===== config.mk =====
export PLATFORM = sky130hd
export DESIGN_NAME = light_voltage_to_exposure_value_top
export DESIGN_NICKNAME = d
export VERILOG_FILES = /design/src/rtl/lve_pkg.sv /design/src/rtl/light_voltage_to_exposure_value_top.sv /design/src/rtl/lve_front.sv /design/src/rtl/lve_lookup.sv /design/src/rtl/lve_pattern.sv /design/src/rtl/lve_sum.sv
export VERILOG_INCLUDE_DIRS = /design/src /design/src/rtl
export SDC_FILE = /design/constraint.sdc
export NUM_CORES = 2
export LEC_CHECK = 0
export BUFFER_PORTS_ARGS = -buffer_cell sky130_fd_sc_hd__buf_2
export CORE_MARGIN = 10
export CORE_UTILIZATION = 58
export DETAILED_ROUTE_END_ITERATION = 10
export PLACE_DENSITY = 0.78
export SLEW_MARGIN = 20
export SYNTH_ARGS = -nofsm -noshare
export SYNTH_HDL_FRONTEND = slang
export SYNTH_SLANG_ARGS = --single-unit

===== constraint.sdc =====
create_clock -name i_clk -period 6.1 [get_ports i_clk]
set_input_delay 0.305 -clock i_clk [delete_from_list [all_inputs] [get_ports i_clk]]
set_output_delay 0.305 -clock i_clk [all_outputs]
set_load 0.02 [all_outputs]

===== src/rtl/assert_macros.svh =====
// ---------------------------------------------------------------------------
// Assertion macros
// Shared concurrent assertion forms for the exposure value converter.
// ---------------------------------------------------------------------------
`ifndef ASSERT_MACROS_SVH
`define ASSERT_MACROS_SVH

// same-cycle implication
`define ASSERT_IMPLY(lbl, clk, rst_n, ante, cons) \
    lbl: assert property (@(posedge clk) disable iff (!rst_n) (ante) |-> (cons)) \
        else $error("assertion failed: same-cycle implication");

// next-cycle implication
`define ASSERT_NEXT(lbl, clk, rst_n, ante, cons) \
    lbl: assert property (@(posedge clk) disable iff (!rst_n) (ante) |=> (cons)) \
        else $error("assertion failed: next-cycle implication");

`endif


===== src/rtl/lve_pkg.sv =====
// ---------------------------------------------------------------------------
// lve_pkg
// Types and constants shared by the exposure value converter pipeline.
// ---------------------------------------------------------------------------
package lve_pkg;

    localparam int LVE_STAGES_DEF = 5;
    localparam int LVE_PER_STAGE  = 16;
    localparam int LVE_TEMP_DEPTH = 64;
    localparam int LVE_STAGE_W    = 3;
    localparam int LVE_NIB_W      = 4;
    localparam int LVE_ROW_W      = LVE_STAGE_W + LVE_NIB_W;
    localparam int LVE_TIDX_W     = 6;
    localparam int LVE_BITS_W     = 16;
    localparam int LVE_ONES_W     = 5;
    localparam int LVE_SUM_W      = 10;

    localparam logic [LVE_NIB_W-1:0]  LVE_NIB_MAX  = 4'h0F;
    localparam logic [LVE_BITS_W-1:0] LVE_MASK_ALL = 16'hFFFF;
    localparam logic [7:0]            LVE_EV_MAX   = 8'hFF;
    localparam logic signed [LVE_SUM_W-1:0] LVE_SUM_MAX = 10'sd255;

    typedef enum logic {
        MODE_QUERY = 1'b0,
        MODE_WRITE = 1'b1
    } t_mode;

    typedef enum logic [1:0] {
        SEL_BASE    = 2'd0,
        SEL_PAIR    = 2'd1,
        SEL_PATTERN = 2'd2,
        SEL_TEMP    = 2'd3
    } t_sel;

    typedef enum logic [2:0] {
        ST_OK        = 3'd0,
        ST_FLOOR     = 3'd1,
        ST_CAP       = 3'd2,
        ST_BAD_STAGE = 3'd3,
        ST_WRITTEN   = 3'd4
    } t_status;

    typedef struct packed {
        t_mode                  mode;
        t_sel                   sel;
        logic [LVE_STAGE_W-1:0] stage;
        logic [5:0]             idx;
        logic [7:0]             val;
        logic [LVE_TIDX_W-1:0]  tidx;
        logic [7:0]             volt;
        logic                   bad;
    } t_req;

    typedef struct packed {
        logic [7:0] base;
        logic [7:0] pair;
        logic [7:0] adj;
    } t_look;

    typedef struct packed {
        logic [7:0]            base;
        logic [7:0]            adj;
        logic [LVE_BITS_W-1:0] bits;
    } t_pat;

    typedef struct packed {
        logic [7:0]            base;
        logic [7:0]            adj;
        logic [LVE_ONES_W-1:0] ones;
    } t_cnt;

endpackage


===== src/rtl/light_voltage_to_exposure_value_top.sv =====
// ---------------------------------------------------------------------------
// light_voltage_to_exposure_value_top
// Table-driven light voltage to exposure value converter, five-stage pipeline.
// ---------------------------------------------------------------------------
// One request enters per clock while no stall holds the pipeline, and every
// request, query or table write, returns one result. The pipeline has five
// register stages: request capture with offset subtraction, the
// base/index-pair/temperature table read, the pattern table read, the masked
// bit count, and the sum with saturation. Each table is written at the stage
// where it is read, so a query sees every write taken before it. Tables come
// up unwritten; fill every entry a query can reach before querying. The
// voltage offset may change only while the pipeline is empty.
`include "assert_macros.svh"

module light_voltage_to_exposure_value_top #(
    parameter int STAGES = lve_pkg::LVE_STAGES_DEF
) (
    input  logic       i_clk,
    input  logic       i_rst_n,
    input  logic       i_cfg_we,
    input  logic [7:0] i_cfg_wdata,
    input  logic       i_valid,
    output logic       o_stall,
    input  logic       i_mode,
    input  logic [1:0] i_table_select,
    input  logic [2:0] i_stage,
    input  logic [5:0] i_entry_index,
    input  logic [7:0] i_entry_value,
    input  logic [7:0] i_temperature,
    input  logic [7:0] i_voltage,
    output logic       o_valid,
    input  logic       i_stall,
    output logic [7:0] o_exposure_value,
    output logic [2:0] o_status
);
    import lve_pkg::*;

    logic  w_s1_valid;
    logic  w_s1_stall;
    t_req  w_s1_req;
    logic  w_s2_valid;
    logic  w_s2_stall;
    t_req  w_s2_req;
    t_look w_s2_look;
    logic  w_s3_valid;
    logic  w_s3_stall;
    t_req  w_s3_req;
    t_pat  w_s3_pat;

    lve_front #(.STAGES(STAGES)) u_front (
        .i_clk          (i_clk),
        .i_rst_n        (i_rst_n),
        .i_cfg_we       (i_cfg_we),
        .i_cfg_wdata    (i_cfg_wdata),
        .i_valid        (i_valid),
        .o_stall        (o_stall),
        .i_mode         (i_mode),
        .i_table_select (i_table_select),
        .i_stage        (i_stage),
        .i_entry_index  (i_entry_index),
        .i_entry_value  (i_entry_value),
        .i_temperature  (i_temperature),
        .i_voltage      (i_voltage),
        .o_valid        (w_s1_valid),
        .o_req          (w_s1_req),
        .i_stall        (w_s1_stall)
    );

    lve_lookup #(.STAGES(STAGES)) u_lookup (
        .i_clk   (i_clk),
        .i_rst_n (i_rst_n),
        .i_valid (w_s1_valid),
        .i_req   (w_s1_req),
        .o_stall (w_s1_stall),
        .o_valid (w_s2_valid),
        .o_req   (w_s2_req),
        .o_look  (w_s2_look),
        .i_stall (w_s2_stall)
    );

    lve_pattern #(.STAGES(STAGES)) u_pattern (
        .i_clk   (i_clk),
        .i_rst_n (i_rst_n),
        .i_valid (w_s2_valid),
        .i_req   (w_s2_req),
        .i_look  (w_s2_look),
        .o_stall (w_s2_stall),
        .o_valid (w_s3_valid),
        .o_req   (w_s3_req),
        .o_pat   (w_s3_pat),
        .i_stall (w_s3_stall)
    );

    lve_sum u_sum (
        .i_clk            (i_clk),
        .i_rst_n          (i_rst_n),
        .i_valid          (w_s3_valid),
        .i_req            (w_s3_req),
        .i_pat            (w_s3_pat),
        .o_stall          (w_s3_stall),
        .o_valid          (o_valid),
        .o_exposure_value (o_exposure_value),
        .o_status         (o_status),
        .i_stall          (i_stall)
    );

    `ASSERT_NEXT(a_take_fills_front, i_clk, i_rst_n, i_valid && !o_stall, w_s1_valid)
    `ASSERT_IMPLY(a_zero_value_codes, i_clk, i_rst_n,
        o_valid && (o_status == ST_WRITTEN || o_status == ST_BAD_STAGE
        || o_status == ST_FLOOR), o_exposure_value == 8'd0)
    `ASSERT_IMPLY(a_cap_value, i_clk, i_rst_n,
        o_valid && (o_status == ST_CAP), o_exposure_value == LVE_EV_MAX)
    `ASSERT_NEXT(a_front_holds, i_clk, i_rst_n, w_s1_valid && w_s1_stall,
        w_s1_valid && $stable(w_s1_req))

endmodule


===== src/rtl/lve_front.sv =====
// ---------------------------------------------------------------------------
// lve_front
// Offset register, request capture and offset subtraction with floor.
// ---------------------------------------------------------------------------
module lve_front #(
    parameter int STAGES = lve_pkg::LVE_STAGES_DEF
) (
    input  logic          i_clk,
    input  logic          i_rst_n,
    input  logic          i_cfg_we,
    input  logic [7:0]    i_cfg_wdata,
    input  logic          i_valid,
    output logic          o_stall,
    input  logic          i_mode,
    input  logic [1:0]    i_table_select,
    input  logic [2:0]    i_stage,
    input  logic [5:0]    i_entry_index,
    input  logic [7:0]    i_entry_value,
    input  logic [7:0]    i_temperature,
    input  logic [7:0]    i_voltage,
    output logic          o_valid,
    output lve_pkg::t_req o_req,
    input  logic          i_stall
);
    import lve_pkg::*;

    logic [7:0] r_offset;
    logic       r_valid;
    t_req       r_req;
    t_req       n_req;
    logic       w_take;

    assign o_stall = r_valid && i_stall;
    assign w_take  = i_valid && !o_stall;

    always_comb begin
        n_req.mode  = t_mode'(i_mode);
        n_req.sel   = t_sel'(i_table_select);
        n_req.stage = i_stage;
        n_req.idx   = i_entry_index;
        n_req.val   = i_entry_value;
        n_req.tidx  = i_temperature[7:2];
        n_req.volt  = (i_voltage >= r_offset) ? (i_voltage - r_offset) : 8'd0;
        n_req.bad   = (i_stage >= LVE_STAGE_W'(STAGES));
    end

    always_ff @(posedge i_clk) begin
        if (!i_rst_n) begin
            r_offset <= 8'd0;
        end else if (i_cfg_we) begin
            r_offset <= i_cfg_wdata;
        end
    end

    always_ff @(posedge i_clk) begin
        if (!i_rst_n) begin
            r_valid <= 1'b0;
        end else if (!o_stall) begin
            r_valid <= i_valid;
        end
    end

    always_ff @(posedge i_clk) begin
        if (w_take) begin
            r_req <= n_req;
        end
    end

    assign o_valid = r_valid;
    assign o_req   = r_req;

endmodule


===== src/rtl/lve_lookup.sv =====
// ---------------------------------------------------------------------------
// lve_lookup
// Base, index pair and temperature tables: write and registered read.
// ---------------------------------------------------------------------------
module lve_lookup #(
    parameter int STAGES = lve_pkg::LVE_STAGES_DEF
) (
    input  logic           i_clk,
    input  logic           i_rst_n,
    input  logic           i_valid,
    input  lve_pkg::t_req  i_req,
    output logic           o_stall,
    output logic           o_valid,
    output lve_pkg::t_req  o_req,
    output lve_pkg::t_look o_look,
    input  logic           i_stall
);
    import lve_pkg::*;

    localparam int DEPTH  = STAGES * LVE_PER_STAGE;
    localparam int ADDR_W = $clog2(DEPTH);

    logic [7:0] r_base_mem [DEPTH];
    logic [7:0] r_pair_mem [DEPTH];
    logic [7:0] r_temp_mem [LVE_TEMP_DEPTH];

    logic                 r_valid;
    t_req                 r_req;
    t_look                r_look;
    logic                 w_take;
    logic                 w_stage_wr;
    logic [LVE_ROW_W-1:0] w_rd_row;
    logic [LVE_ROW_W-1:0] w_wr_row;
    logic [ADDR_W-1:0]    w_rd_addr;
    logic [ADDR_W-1:0]    w_wr_addr;

    assign o_stall    = r_valid && i_stall;
    assign w_take     = i_valid && !o_stall;
    assign w_stage_wr = w_take && (i_req.mode == MODE_WRITE) && !i_req.bad
                        && (i_req.idx[5:4] == 2'b00);
    assign w_rd_row   = {i_req.stage, i_req.volt[7:4]};
    assign w_wr_row   = {i_req.stage, i_req.idx[3:0]};
    assign w_rd_addr  = w_rd_row[ADDR_W-1:0];
    assign w_wr_addr  = w_wr_row[ADDR_W-1:0];

    always_ff @(posedge i_clk) begin
        if (w_stage_wr && (i_req.sel == SEL_BASE)) begin
            r_base_mem[w_wr_addr] <= i_req.val;
        end
        if (w_stage_wr && (i_req.sel == SEL_PAIR)) begin
            r_pair_mem[w_wr_addr] <= i_req.val;
        end
        if (w_take && (i_req.mode == MODE_WRITE) && (i_req.sel == SEL_TEMP)) begin
            r_temp_mem[i_req.idx] <= i_req.val;
        end
    end

    always_ff @(posedge i_clk) begin
        if (w_take) begin
            r_look.base <= r_base_mem[w_rd_addr];
            r_look.pair <= r_pair_mem[w_rd_addr];
            r_look.adj  <= r_temp_mem[i_req.tidx];
            r_req       <= i_req;
        end
    end

    always_ff @(posedge i_clk) begin
        if (!i_rst_n) begin
            r_valid <= 1'b0;
        end else if (!o_stall) begin
            r_valid <= i_valid;
        end
    end

    assign o_valid = r_valid;
    assign o_req   = r_req;
    assign o_look  = r_look;

endmodule


===== src/rtl/lve_pattern.sv =====
// ---------------------------------------------------------------------------
// lve_pattern
// Pattern table: one write port, two registered reads for the byte pair.
// ---------------------------------------------------------------------------
module lve_pattern #(
    parameter int STAGES = lve_pkg::LVE_STAGES_DEF
) (
    input  logic           i_clk,
    input  logic           i_rst_n,
    input  logic           i_valid,
    input  lve_pkg::t_req  i_req,
    input  lve_pkg::t_look i_look,
    output logic           o_stall,
    output logic           o_valid,
    output lve_pkg::t_req  o_req,
    output lve_pkg::t_pat  o_pat,
    input  logic           i_stall
);
    import lve_pkg::*;

    localparam int DEPTH  = STAGES * LVE_PER_STAGE;
    localparam int ADDR_W = $clog2(DEPTH);

    logic [7:0] r_pat_mem [DEPTH];

    logic                 r_valid;
    t_req                 r_req;
    t_pat                 r_pat;
    logic                 w_take;
    logic                 w_wr;
    logic [LVE_ROW_W-1:0] w_hi_row;
    logic [LVE_ROW_W-1:0] w_lo_row;
    logic [LVE_ROW_W-1:0] w_wr_row;

    assign o_stall  = r_valid && i_stall;
    assign w_take   = i_valid && !o_stall;
    assign w_wr     = w_take && (i_req.mode == MODE_WRITE) && (i_req.sel == SEL_PATTERN)
                      && !i_req.bad && (i_req.idx[5:4] == 2'b00);
    assign w_hi_row = {i_req.stage, i_look.pair[7:4]};
    assign w_lo_row = {i_req.stage, i_look.pair[3:0]};
    assign w_wr_row = {i_req.stage, i_req.idx[3:0]};

    always_ff @(posedge i_clk) begin
        if (w_wr) begin
            r_pat_mem[w_wr_row[ADDR_W-1:0]] <= i_req.val;
        end
    end

    always_ff @(posedge i_clk) begin
        if (w_take) begin
            r_pat.bits <= {r_pat_mem[w_hi_row[ADDR_W-1:0]], r_pat_mem[w_lo_row[ADDR_W-1:0]]};
            r_pat.base <= i_look.base;
            r_pat.adj  <= i_look.adj;
            r_req      <= i_req;
        end
    end

    always_ff @(posedge i_clk) begin
        if (!i_rst_n) begin
            r_valid <= 1'b0;
        end else if (!o_stall) begin
            r_valid <= i_valid;
        end
    end

    assign o_valid = r_valid;
    assign o_req   = r_req;
    assign o_pat   = r_pat;

endmodule


===== src/rtl/lve_sum.sv =====
// ---------------------------------------------------------------------------
// lve_sum
// Masked bit count, signed sum with temperature correction, saturation.
// ---------------------------------------------------------------------------
module lve_sum (
    input  logic          i_clk,
    input  logic          i_rst_n,
    input  logic          i_valid,
    input  lve_pkg::t_req i_req,
    input  lve_pkg::t_pat i_pat,
    output logic          o_stall,
    output logic          o_valid,
    output logic [7:0]    o_exposure_value,
    output logic [2:0]    o_status,
    input  logic          i_stall
);
    import lve_pkg::*;

    logic                        r_cnt_valid;
    t_req                        r_req;
    t_cnt                        r_cnt;
    t_cnt                        n_cnt;
    logic                        w_cnt_stall;
    logic                        w_cnt_take;
    logic [LVE_BITS_W-1:0]       w_mask;

    logic                        r_out_valid;
    logic [7:0]                  r_ev;
    t_status                     r_status;
    logic [7:0]                  n_ev;
    t_status                     n_status;
    logic                        w_out_stall;
    logic signed [LVE_SUM_W-1:0] w_sum;

    assign w_out_stall = r_out_valid && i_stall;
    assign w_cnt_stall = r_cnt_valid && w_out_stall;
    assign o_stall     = w_cnt_stall;
    assign w_cnt_take  = i_valid && !w_cnt_stall;

    // keep the top (low nibble + 1) bits of the byte pair
    assign w_mask = LVE_MASK_ALL << (LVE_NIB_MAX - i_req.volt[3:0]);

    always_comb begin
        n_cnt.base = i_pat.base;
        n_cnt.adj  = i_pat.adj;
        n_cnt.ones = LVE_ONES_W'($countones(i_pat.bits & w_mask));
    end

    always_ff @(posedge i_clk) begin
        if (w_cnt_take) begin
            r_cnt <= n_cnt;
            r_req <= i_req;
        end
    end

    always_ff @(posedge i_clk) begin
        if (!i_rst_n) begin
            r_cnt_valid <= 1'b0;
        end else if (!w_cnt_stall) begin
            r_cnt_valid <= i_valid;
        end
    end

    assign w_sum = $signed({2'b00, r_cnt.base})
                 + $signed({{(LVE_SUM_W-LVE_ONES_W){1'b0}}, r_cnt.ones})
                 + $signed({{(LVE_SUM_W-8){r_cnt.adj[7]}}, r_cnt.adj});

    always_comb begin
        n_ev     = 8'd0;
        n_status = ST_OK;
        if (r_req.mode == MODE_WRITE) begin
            n_status = ((r_req.sel != SEL_TEMP) && r_req.bad) ? ST_BAD_STAGE : ST_WRITTEN;
        end else if (r_req.bad) begin
            n_status = ST_BAD_STAGE;
        end else if (w_sum < 0) begin
            n_status = ST_FLOOR;
        end else if (w_sum > LVE_SUM_MAX) begin
            n_status = ST_CAP;
            n_ev     = LVE_EV_MAX;
        end else begin
            n_ev     = w_sum[7:0];
        end
    end

    always_ff @(posedge i_clk) begin
        if (r_cnt_valid && !w_out_stall) begin
            r_ev     <= n_ev;
            r_status <= n_status;
        end
    end

    always_ff @(posedge i_clk) begin
        if (!i_rst_n) begin
            r_out_valid <= 1'b0;
        end else if (!w_out_stall) begin
            r_out_valid <= r_cnt_valid;
        end
    end

    assign o_valid          = r_out_valid;
    assign o_exposure_value = r_ev;
    assign o_status         = r_status;

endmodule


==> metrics.txt <==
worst hold path type=primary input to flip-flop; CP Data Required Time=6.57 ns; # clock sinks=2605; number of filler cells placed in the layout=11200; vias in the first global route=54000; final routed DRC violation total=0; Starting Density=0.584; Final Cycle Share=0.738; # Post-CTS Setup Buffers=0; first-pass GRT wire length=372000 um; Synth Register Bits=2605; hpwl dp=141000 um; Area Overhead vs Synth=10.8%; deepest clock path buffer count=3; post-route cell area=0.117 mm2; worst-margin pin slew=1.29 ns; Fmax achieved=0.222 GHz; FP Rows=156; post-synthesis async set-or-reset flop share=0; number of synthesized flops with an enable pin=2592; Net Sw Power=8.60 mW; status=finished, final reports clean; CTS tree=built; crit path cell chain=and4_1 > nor2b_4 > buf_4 > nand4b_1 > nor2_1 > nand3_1 > nor2_1; Total Power=38.1 mW; RePlAce Congestion=0.855; vias=53100; Max Cap Viol=0; Synthesis Warnings=0; CP endpoint kind=flip-flop; Crit Path Max Fanout=41; crit path DAT=4.97 ns; reg2reg setup slack=1.60 ns; final setup violation count=0; # IOs=62; mapped cell area=0.106 mm2; Clock Skew=0.0462 ns; area occupied by multi-input gates=0.0262 mm2; part of the power in registers=0.523; post_cts resized=0; top post-synthesis cells by area=edfxtp_1, mux4_2, nor2_1; WS Path Type=flip-flop to flip-flop; Die Height=447 um; Initial DRT Pass Iterations=6; grt total ovfl=0; fin worst setup slack=1.60 ns; H-tree Lvls=4; Final nets=5183; largest net degree at the start of global routing=226; final wirelength=254000 um; final hold vios=0; Die W=447 um; Leak Pwr=36.2 nW; Period minus WS final=4.50 ns; Tot GR Track Use=0.253; Final Max Tran Viols=0; clock transition at the registers of the reported paths=0.06 ns; Avg Cell Area, Syn=21.5 um2; placed cell count=7151; Clock power frac=0.391; port bufs=59; Post-DRT Antenna Nets=0; Post-DP Area=0.109 mm2; CP peak stage delay=1.08 ns; share of the synthesized area in the top cell type=0.736; Placement Setup Slack=1.72 ns; Synthesized Nets=5028; WL/cell=33.1 um; DRT iter0 DRCs=7706; count leader, synth=edfxtp_1; Synth cell types=60; post-route insts no fill=7659; CTS Root Cell=clkbuf_16; Synth top cells by count=edfxtp_1, mux4_2, nor2_1, nand2_1, mux2i_1; largest area contributor in the netlist=edfxtp_1; share of cells above drive strength 1=0.258; Sequential Area=0.0781 mm2; RSZ-0062 raised after global routing=false; CP startpoint kind=flip-flop; final setup TNS=0 ns; peak supply drop=0.403 mV; Core Region=0.181 mm2; Die Area=0.200 mm2; Comb power frac=0.086; cell count after synthesis=4928; Power Internal=29.5 mW; Power Density=325 mW/mm2; Synth Flop Type=edfxtp_1; Worst path slowest cell=nor2_1; vias per cell=6.94; CTS buffer count=240; Net Sw Frac=0.226; most used cell, CP=nor2_1; sequential element share of the synthesized area=0.738; Rel. slew slack=0.143; clock insertion delay at the later pin of the skew report=0.89 ns; antenna violations before repair=9
## metrics by stage
stage | hold WS [ns] | utilization
after floorplan | 0.400 | -
after global placement | 0.402 | 0.600
after detailed placement | 0.405 | 0.600
after CTS | 0.0462 | 0.646
after global routing | 0.111 | 0.647
final | 0.0993 | 0.647
## cell type report
cell class	count	share of cell area
multi-input combinational	1998	0.224
clock inverter	145	0.0126
antenna	4	0.0000854
clock buffer	299	0.0539
inverter	42	0.00135
timing repair buffer	196	0.0162
tap	2370	0.0253
sequential	2605	0.667
## registers in the layout, indices dropped and copies added (netlist names), 8 cells and up
register                flops
u_front.o_req              35
u_front.r_offset            8
u_lookup.o_look            24
u_lookup.o_req             25
u_lookup.r_base_mem       640
u_lookup.r_pair_mem       640
u_lookup.r_temp_mem       512
u_pattern.o_pat            32
u_pattern.o_req             8
u_pattern.r_pat_mem       640
u_sum.o_exposure_value      8
u_sum.r_cnt                21
## power groups by stage
stage / clock network, mW / logic (mW) / registers, mW
after detailed placement: 0 / 3.18 / 20.3
final: 14.9 / 3.28 / 19.9
after CTS: 15.0 / 3.26 / 19.9
after global placement: 0 / 3.12 / 20.3
after floorplan: 0 / 2.08 / 20.4
after global routing: 15.7 / 3.45 / 19.9
## kinds of logic after synthesis
group | after synthesis | synth area share
AOI/OAI and AO/OA | 284 | 0.0194
xor gates and xnor gates | 16 | 0.00133
buffers and inverters | 325 | 0.0136
DFF | 2605 | 0.738
and+or+nand+nor | 676 | 0.0275
muxes | 971 | 0.193
adders and majority gates | 51 | 0.00703
## metal layers
metal / up-vias / routed length, um / global-route usage / share of wire
met5: - / 33 / 0 / 0.00013
met4: 6 / 11800 / 0.104 / 0.046
met3: 647 / 26100 / 0.0536 / 0.10
met2: 3538 / 126000 / 0.409 / 0.50
met1: 27800 / 89600 / 0.340 / 0.35
li1: 21100 / - / - / -
## final timing paths
path	cells after the start	end	start
max	7	u_pattern.r_pat_mem[46][5]	u_sum.o_valid
min	5	u_front.o_req[7]	i_voltage[6]
max reg2reg	7	u_pattern.r_pat_mem[46][5]	u_sum.o_valid
min reg2reg	0	u_pattern.o_pat[19]	u_lookup.o_look[3]
## cells in the final DEF (no fill, tap or decap), types with 6 or more instances in the layout
cell type	Yosys	final
clkinv_2	0	51
nand2_2	8	8
buf_12	0	27
buf_4	18	50
clkinv_1	0	47
mux4_2	852	852
nor2b_1	34	30
o22ai_1	16	16
nand3b_1	7	7
xor2_1	8	8
a21boi_0	10	10
a22oi_1	76	76
mux2i_1	119	119
nand2b_1	7	7
clkbuf_16	0	242
a32oi_1	7	7
o2111ai_1	32	32
nand2_1	165	165
fa_1	14	14
dfxtp_1	13	13
o21ai_0	27	27
a21o_1	6	6
a2111oi_0	9	9
nor2_1	340	339
edfxtp_1	2592	2592
a21oi_1	47	47
inv_1	42	42
buf_2	106	59
bufinv_16	0	23
nand3_1	75	75
o221ai_1	29	29
clkbuf_1	117	52
clkinv_8	0	9
nand4_1	9	9
xnor2_1	8	8
dlygate4sd3_1	0	55
ha_1	37	37
## critical path, delay by kind of cell (launching register included)
family	cells	cell delay, ns
simple gates	6	3.22
buf+inv	1	0.48
flops	1	0.35
## what timing repair did
action / 4_1_cts / 5_1_grt
hold buffers: 55 / 0
endpoints found under the hold margin: 56 / 0
endpoints found under the setup margin: 0 / 0
Power figures use the tool's default switching activity.
